[src/design/mirs_pkg.sv]
// Shared constants, codes and handshake structs of the material id remap search.
`default_nettype none

package mirs_pkg;

  localparam int MAX_INSTANCES = 1024;
  localparam int MAX_LISTS     = 256;
  localparam int MAX_PAIRS     = 4096;

  // Field widths fixed by the item format
  localparam int OP_W       = 2;
  localparam int INST_W     = 10;
  localparam int LIST_W     = 9;
  localparam int OFFSET_W   = 14;
  localparam int PAIR_IDX_W = 12;
  localparam int ID_W       = 32;

  localparam int INST_AW  = $clog2(MAX_INSTANCES);
  localparam int PAIR_AW  = $clog2(MAX_PAIRS);
  localparam int WADDR_W  = OFFSET_W + 1;   // start + 2 * pair number
  localparam int CNT_W    = OFFSET_W - 1;   // half a word difference
  localparam int PAIR_W   = 2 * ID_W;

  localparam logic [LIST_W-1:0]   LIST_LIMIT = LIST_W'(MAX_LISTS);
  localparam logic [PAIR_IDX_W:0] PAIR_LIMIT = (PAIR_IDX_W + 1)'(MAX_PAIRS);
  localparam logic [WADDR_W-2:0]  WORD_PAIR_LIMIT = (WADDR_W - 1)'(MAX_PAIRS);

  typedef enum logic [OP_W-1:0] {
    OP_MAP_WR   = 2'd0,
    OP_START_WR = 2'd1,
    OP_PAIR_WR  = 2'd2,
    OP_LOOKUP   = 2'd3
  } op_e;

  typedef enum logic [3:0] {
    ST_IDLE,
    ST_MAP,
    ST_START,
    ST_NEXT,
    ST_PROBE,
    ST_SEARCH,
    ST_CHK,
    ST_TO,
    ST_DONE
  } state_e;

  typedef struct packed {
    logic accept;
    logic ld_list;
    logic ld_start;
    logic ld_count;
    logic probe;
    logic step;
    logic rd_next;
    logic res_pass;
    logic res_word;
    logic out_load;
  } cmd_t;

  typedef struct packed {
    logic list_none;
    logic empty;
    logic more;
    logic found_ok;
    logic match;
  } sts_t;

endpackage

`default_nettype wire

[src/design/mirs_ctrl.sv]
// Sequencer of the material id remap search: one item at a time, output handshake.
`default_nettype none

module mirs_ctrl
  import mirs_pkg::*;
(
  input  wire logic            clk_i,
  input  wire logic            rst_ni,
  input  wire logic            in_valid_i,
  input  wire logic [OP_W-1:0] op_i,
  output logic                 in_stall_o,
  output logic                 out_valid_o,
  input  wire logic            out_stall_i,
  input  wire sts_t            sts_i,
  output cmd_t                 cmd_o
);

  state_e state_q, state_d;
  logic   out_valid_q, out_valid_d;
  logic   out_free;

  assign out_free    = !out_valid_q || !out_stall_i;
  assign out_valid_o = out_valid_q;
  assign in_stall_o  = (state_q != ST_IDLE);

  always_ff @(posedge clk_i or negedge rst_ni) begin
    if (!rst_ni) begin
      state_q     <= ST_IDLE;
      out_valid_q <= 1'b0;
    end else begin
      state_q     <= state_d;
      out_valid_q <= out_valid_d;
    end
  end

  always_comb begin
    state_d = state_q;
    cmd_o   = '0;
    case (state_q)
      ST_IDLE: begin
        if (in_valid_i) begin
          cmd_o.accept = 1'b1;
          if (op_e'(op_i) == OP_LOOKUP) state_d = ST_MAP;
        end
      end
      ST_MAP: begin
        if (sts_i.list_none) begin
          cmd_o.res_pass = 1'b1;
          state_d        = ST_DONE;
        end else begin
          cmd_o.ld_list = 1'b1;
          state_d       = ST_START;
        end
      end
      ST_START: begin
        cmd_o.ld_start = 1'b1;
        state_d        = ST_NEXT;
      end
      ST_NEXT: begin
        cmd_o.ld_count = 1'b1;
        if (sts_i.empty) begin
          cmd_o.res_pass = 1'b1;
          state_d        = ST_DONE;
        end else begin
          state_d = ST_PROBE;
        end
      end
      ST_PROBE: begin
        cmd_o.probe = 1'b1;
        state_d     = ST_SEARCH;
      end
      ST_SEARCH: begin
        cmd_o.step = 1'b1;
        if (!sts_i.more) begin
          if (sts_i.found_ok) begin
            state_d = ST_CHK;
          end else begin
            cmd_o.res_pass = 1'b1;
            state_d        = ST_DONE;
          end
        end
      end
      ST_CHK: begin
        if (sts_i.match) begin
          cmd_o.rd_next = 1'b1;
          state_d       = ST_TO;
        end else begin
          cmd_o.res_pass = 1'b1;
          state_d        = ST_DONE;
        end
      end
      ST_TO: begin
        cmd_o.res_word = 1'b1;
        state_d        = ST_DONE;
      end
      ST_DONE: begin
        if (out_free) begin
          cmd_o.out_load = 1'b1;
          state_d        = ST_IDLE;
        end
      end
      default: begin
        state_d = ST_IDLE;
      end
    endcase
  end

  always_comb begin
    out_valid_d = out_valid_q;
    if (cmd_o.out_load) begin
      out_valid_d = 1'b1;
    end else if (!out_stall_i) begin
      out_valid_d = 1'b0;
    end
  end

endmodule

`default_nettype wire

[config.mk]
export PLATFORM = sky130hd
export DESIGN_NAME = mirs_ctrl
export DESIGN_NICKNAME = d
export VERILOG_FILES = /design/src/design/mirs_pkg.sv /design/src/design/mirs_ctrl.sv
export SDC_FILE = /design/constraint.sdc
export NUM_CORES = 1
export LEC_CHECK = 0
export ABC_AREA = 1
export BUFFER_PORTS_ARGS = -buffer_cell sky130_fd_sc_hd__buf_2
export CAP_MARGIN = 20
export CORE_AREA = 5 5 42 44
export DETAILED_ROUTE_END_ITERATION = 6
export DIE_AREA = 0 0 47 49
export PLACE_DENSITY = 0.69
export SKIP_LAST_GASP = 1
export SLEW_MARGIN = 20
export SYNTH_ARGS = -nofsm -noshare
export SYNTH_HDL_FRONTEND = slang
export SYNTH_SLANG_ARGS = --single-unit
[constraint.sdc]
create_clock -name clk_i -period 1.5 [get_ports clk_i]
set_clock_uncertainty 0.15 [all_clocks]
set_input_delay 0.15 -clock clk_i [delete_from_list [all_inputs] [get_ports clk_i]]
set_output_delay 0.15 -clock clk_i [all_outputs]
set_load 0.005 [all_outputs]
Word-level counts from Yosys, hierarchy flattened
Cells that the tools add are included.
{"block": "op_classes", "n_eq_ne": 14, "muxes": 30, "n_reduce_logical": 6}
{"cell": "$pmux W4 S9", "count": 1}
{"cell": "$mux W4", "count": 8}
{"cell": "$mux W1", "count": 20}
{"cell": "$eq A4 B3 Y1 const B", "count": 4}
{"cell": "$eq A4 B2 Y1 const B", "count": 2}
{"cell": "$ne A2 B2 Y1 const B", "count": 4}
{"cell": "$eq A4 B1 Y1 const B", "count": 1}
{"cell": "$eq A4 B4 Y1 const B", "count": 1}
{"cell": "$logic_not A4 Y1", "count": 1}
{"cell": "$pmux W1 S4", "count": 1}
{"cell": "$reduce_and A4 Y1", "count": 1}
{"cell": "$reduce_bool A4 Y1", "count": 1}
{"cell": "$eq A2 B2 Y1 const B", "count": 1}
{"cell": "$logic_not A1 Y1", "count": 2}
{"cell": "$ne A2 B1 Y1 const B", "count": 1}
{"cell": "$logic_or A1 B1 Y1", "count": 1}
{"block": "totals", "regBits": 5, "input_bits": 11, "output_inout_bits": 12, "wordCells": 52}

Depth between registers and ports, before layout
{"block": "logic_depth", "depth_word": 5, "mapped_depth": 8, "mapped_depth_nobuf": 8}

Worst setup path after synthesis
Ideal clock, no wire load.
{"block": "synth_path", "kind": "reg2out", "startpoint": "register state_q[3]", "endpoint": "output port cmd_o[2] (netlist name)", "arrival_time_ns": 0.947, "t_required_ns": 1.200, "slack_ns": 0.253, "stages_incl_launch_ff": 4, "n_path_buf": 0, "cell_sequence": "dfrtp_1 -> nor2_4 -> nand2_2 -> o31ai_1"}
{"element": "start: declaration", "line": "mirs_ctrl.sv:18", "source": "state_e state_q, state_d;"}
{"element": "start signal: assignment", "line": "mirs_ctrl.sv:31", "source": "state_q <= state_d;"}
{"element": "end: declaration", "line": "mirs_ctrl.sv:15", "source": "output cmd_t cmd_o"}

==> impl_metrics.yaml <==
clock_tree:
  cts_num_sinks: 5
  cts_tree: "yes"
  htree_num_levels: 1
  cts.path.max_buffers: 2
  insertion_delay_ns: 0.24
  tritoncts.num_buffers: 3
  clk_transition_reported_paths_ns: 0.04
  cts_root_buffer: "sky130_fd_sc_hd__clkbuf_4"
power:
  sw_frac_of_total_pct: 46.22
  power.total_mw: 1.217
  pwr-share-seq_pct: 21.8
  power.static_leakage_nw: 0.4560
  switching_power_uw: 562.6
  power.clock.fraction_pct: 12.5
  vdd_ir_drop_max_uv: 800.6
  power.combinational.fraction_pct: 65.7
  internal_power_uw: 654.8
  power_density_nw_per_um2: 1669
global_routing:
  grt-ovfl-total: 0
  grt_pass1_vias: 547
  global_route_wire_length_before_repair_um: 2111
  grt_start_max_net_pins: 6
  global_route.usage.total_pct: 12.17
  antenna_found_initial: 0
worst_setup_path:
  reg2regPathDepth: 8
  worst_r2r_startpoint: "state_q[3]$_DFFE_PN0P_"
  cp.required_ns: 1.20
  regToRegEndpoint: "state_q[3]$_DFFE_PN0P_"
  timing.reg2reg.setup_slack_ns: 0.05
  criticalPathCategory: "flop to primary output"
  setup.worst_path.start_class: "flop"
  worst_setup_path_end_kind: "primary output"
  crit_path_max_fo: 4
  critical_path_arrival_ns: 1.32
floorplanning:
  initial_utilization_pct: 33.66
  core_area_um2: 1401
  core.rowCount: 14
  floorplan.die_area_um2: 2303
  die-height_um: 49
  number_of_top_level_pins: 23
  chipWidth_um: 47
hold_path:
  timing.hold.worst_endpoint: "out_valid_o$_DFFE_PN0P_"
  hold_path_class: "input port to flop"
  worst_hold_startpoint: "out_stall_i"
  worst_hold_path.num_cells: 3
logic_synthesis:
  yosysWarnings: 0
  synth.net_count: 83
  postSynthRegisterBits: 5
  synth.yosys.seq_area_share_pct: 26.53
  synthesis.area_per_instance_um2: 6.551
  post_synth_inst_count: 72
  synth.lib_cells_used.distinct: 17
  synthesis.area_um2: 471.7
placement:
  port_buffers: 22
  placed_cells_incl_taps: 109
  gp_congestion: 0.8036
  detailed_place.area_um2: 594.3
  dp.final_hpwl_um: 1042
drt:
  detailedRoute.firstIterationViolations: 2
  dr_total_vias: 550
  finalWirelength_um: 1278
  average_wire_length_per_cell_after_detail_routing_um: 10.39
  detail_route.vias_per_cell: 4.472
  drcViolationCount: 0
  route.antenna.remaining_nets: 0
  drt_first_pass_iters: 4
timing:
  worst-slew-pin-transition_ns: 0.2305
  worst_rel_slew_slack_pct: 84.57
  timing.final.crit_period_ns: 1.617
  final-hold-violation-count: 0
  setup_viol_count_final: 5
  finalMaxSlewViolations: 0
  grt_setup_unrepaired: "true"
  finalCritPeriodShare_pct: 107.8
  final.setup.worst_slack_ns: -0.1166
  maxClockFrequency_ghz: 0.6186
layout:
  final_cell_area_um2: 729.5
  num-nets-final: 119
  final_util_pct: 52.05
  layout.cells.non_filler: 123
  area_delta_synth_final_pct: 54.64
  multiInputGateArea_um2: 307.8
  final_layout_size_suffix_gt1_share_pct: 56.07
  antenna_cells: 0
  num-fill-cells: 154
  final-seq-area_um2: 127.6
run_status:
  failed_checks: "negative setup slack"
  run_status: "finished, violations left"
run:
  maxCapViolations: 0
## how the worst max path moves through the flow
stage / startpoint / cells past startpoint / end / slack, ns
6_report: state_q[2]$_DFFE_PN0P_ / 7 / cmd_o[2] / -0.12
5_1_grt: state_q[3]$_DFFE_PN0P_ / 6 / cmd_o[2] / -0.17
4_1_cts: state_q[2]$_DFFE_PN0P_ / 7 / cmd_o[2] / -0.08
3_5_place_dp: state_q[3]$_DFFE_PN0P_ / 6 / cmd_o[2] / 0.05
3_3_place_gp: state_q[3]$_DFFE_PN0P_ / 6 / cmd_o[2] / 0.08
2_1_floorplan: state_q[3]$_DFFE_PN0P_ / 3 / cmd_o[2] / 0.25
## per-layer routing
layer	up-vias	wire length, µm	GRT usage, %
met5	-	0	0
met4	0	17	5.530
met3	2	69	1.476
met2	12	734	21.95
met1	247	457	13.17
li1	289	-	-
## layout make-up
| class | instances | area share, % |
|---|---|---|
| Inverter | 14 | 7.204 |
| Sequential cell | 5 | 17.50 |
| Multi-Input combinational cell | 52 | 42.20 |
| Timing Repair Buffer | 32 | 26.76 |
| Tap cell | 16 | 2.744 |
| Clock buffer | 4 | 3.602 |
## registers in the layout, summed over array words and instances, names as in the netlist
| register | flops |
|---|---|
| out_valid_o | 1 |
| state_q | 4 |
## stage by stage
step | hold WS [ns] | setup TNS [ns] | setup WS, ns
6_report | 0.06863 | -0.2252 | -0.1166
3_5_place_dp | -0.1814 | 0 | 0.05096
2_1_floorplan | -0.2956 | 0 | 0.2534
4_1_cts | 0.06716 | -0.1399 | -0.08009
5_1_grt | 0.1005 | -0.7333 | -0.1684
3_3_place_gp | -0.1820 | 0 | 0.07507
## kinds of logic (layout without fill, tap and decap cells)
| family | after synthesis | in the layout | share of synthesized area, % |
|---|---|---|---|
| AOI/OAI and AO/OA | 4 | 4 | 5.836 |
| DFF | 5 | 5 | 26.53 |
| and+or+nand+nor | 48 | 48 | 54.91 |
| buffers and inverters | 15 | 50 | 12.73 |
## synthesized netlist by cell type
cell	count	area, µm²
sky130_fd_sc_hd__o211ai_1	1	7.510
sky130_fd_sc_hd__nor2_4	4	45.04
sky130_fd_sc_hd__nor3_2	1	10.01
sky130_fd_sc_hd__nor2_1	9	33.78
sky130_fd_sc_hd__inv_2	4	15.01
sky130_fd_sc_hd__nand3_2	2	20.02
sky130_fd_sc_hd__o21a_1	1	7.510
sky130_fd_sc_hd__nand3_1	5	25.02
sky130_fd_sc_hd__nand2_1	18	67.56
sky130_fd_sc_hd__dfrtp_1	5	125.1
sky130_fd_sc_hd__nand3b_1	1	7.510
sky130_fd_sc_hd__nand2_2	5	31.28
sky130_fd_sc_hd__o31ai_1	1	7.510
sky130_fd_sc_hd__o21ai_0	1	5.000
sky130_fd_sc_hd__inv_1	10	37.54
sky130_fd_sc_hd__nor2_2	3	18.77
sky130_fd_sc_hd__buf_4	1	7.510
## timing repair
action / 4_1_cts / 5_1_grt
setup buffers: 7 / 2
endpoints found under the setup margin: 8 / 8
hold buffers: 1 / 0
cloned: 0 / 0
pin swaps: 2 / 3
gates resized for setup: 7 / 4
endpoints found under the hold margin: 5 / 0
## critical path, cell delays in order, from the launching register on
cell	delay, ns
sky130_fd_sc_hd__dfrtp_1	0.38
sky130_fd_sc_hd__buf_4	0.14
sky130_fd_sc_hd__nor2_4	0.12
sky130_fd_sc_hd__nand3_1	0.10
sky130_fd_sc_hd__nand2_1	0.09
sky130_fd_sc_hd__nor2_2	0.04
sky130_fd_sc_hd__o31ai_1	0.05
sky130_fd_sc_hd__buf_2	0.14
## power groups by stage
stage,registers (mW),clock network [mW],logic (mW)
final,0.265,0.153,0.799
after global placement,0.255,0,0.623
after CTS,0.265,0.160,0.760
after global routing,0.273,0.166,0.889
after floorplan,0.252,0,0.454
after detailed placement,0.259,0,0.635
## placed cells by master, fill, tap and decap left out
cell / instances
sky130_fd_sc_hd__buf_2: 22
sky130_fd_sc_hd__buf_4: 7
sky130_fd_sc_hd__buf_6: 2
sky130_fd_sc_hd__clkbuf_1: 1
sky130_fd_sc_hd__clkbuf_4: 3
sky130_fd_sc_hd__dfrtp_1: 3
sky130_fd_sc_hd__dfrtp_2: 2
sky130_fd_sc_hd__dlygate4sd3_1: 1
sky130_fd_sc_hd__inv_1: 9
sky130_fd_sc_hd__inv_2: 5
sky130_fd_sc_hd__nand2_1: 15
sky130_fd_sc_hd__nand2_2: 8
sky130_fd_sc_hd__nand3_1: 5
sky130_fd_sc_hd__nand3_2: 2
sky130_fd_sc_hd__nand3b_1: 1
sky130_fd_sc_hd__nor2_1: 8
sky130_fd_sc_hd__nor2_2: 3
sky130_fd_sc_hd__nor2_4: 5
sky130_fd_sc_hd__nor3_4: 1
sky130_fd_sc_hd__o211ai_1: 1
sky130_fd_sc_hd__o21a_1: 1
sky130_fd_sc_hd__o21ai_0: 1
sky130_fd_sc_hd__o31ai_1: 1
No activity file was read; power rests on OpenSTA's default activity.
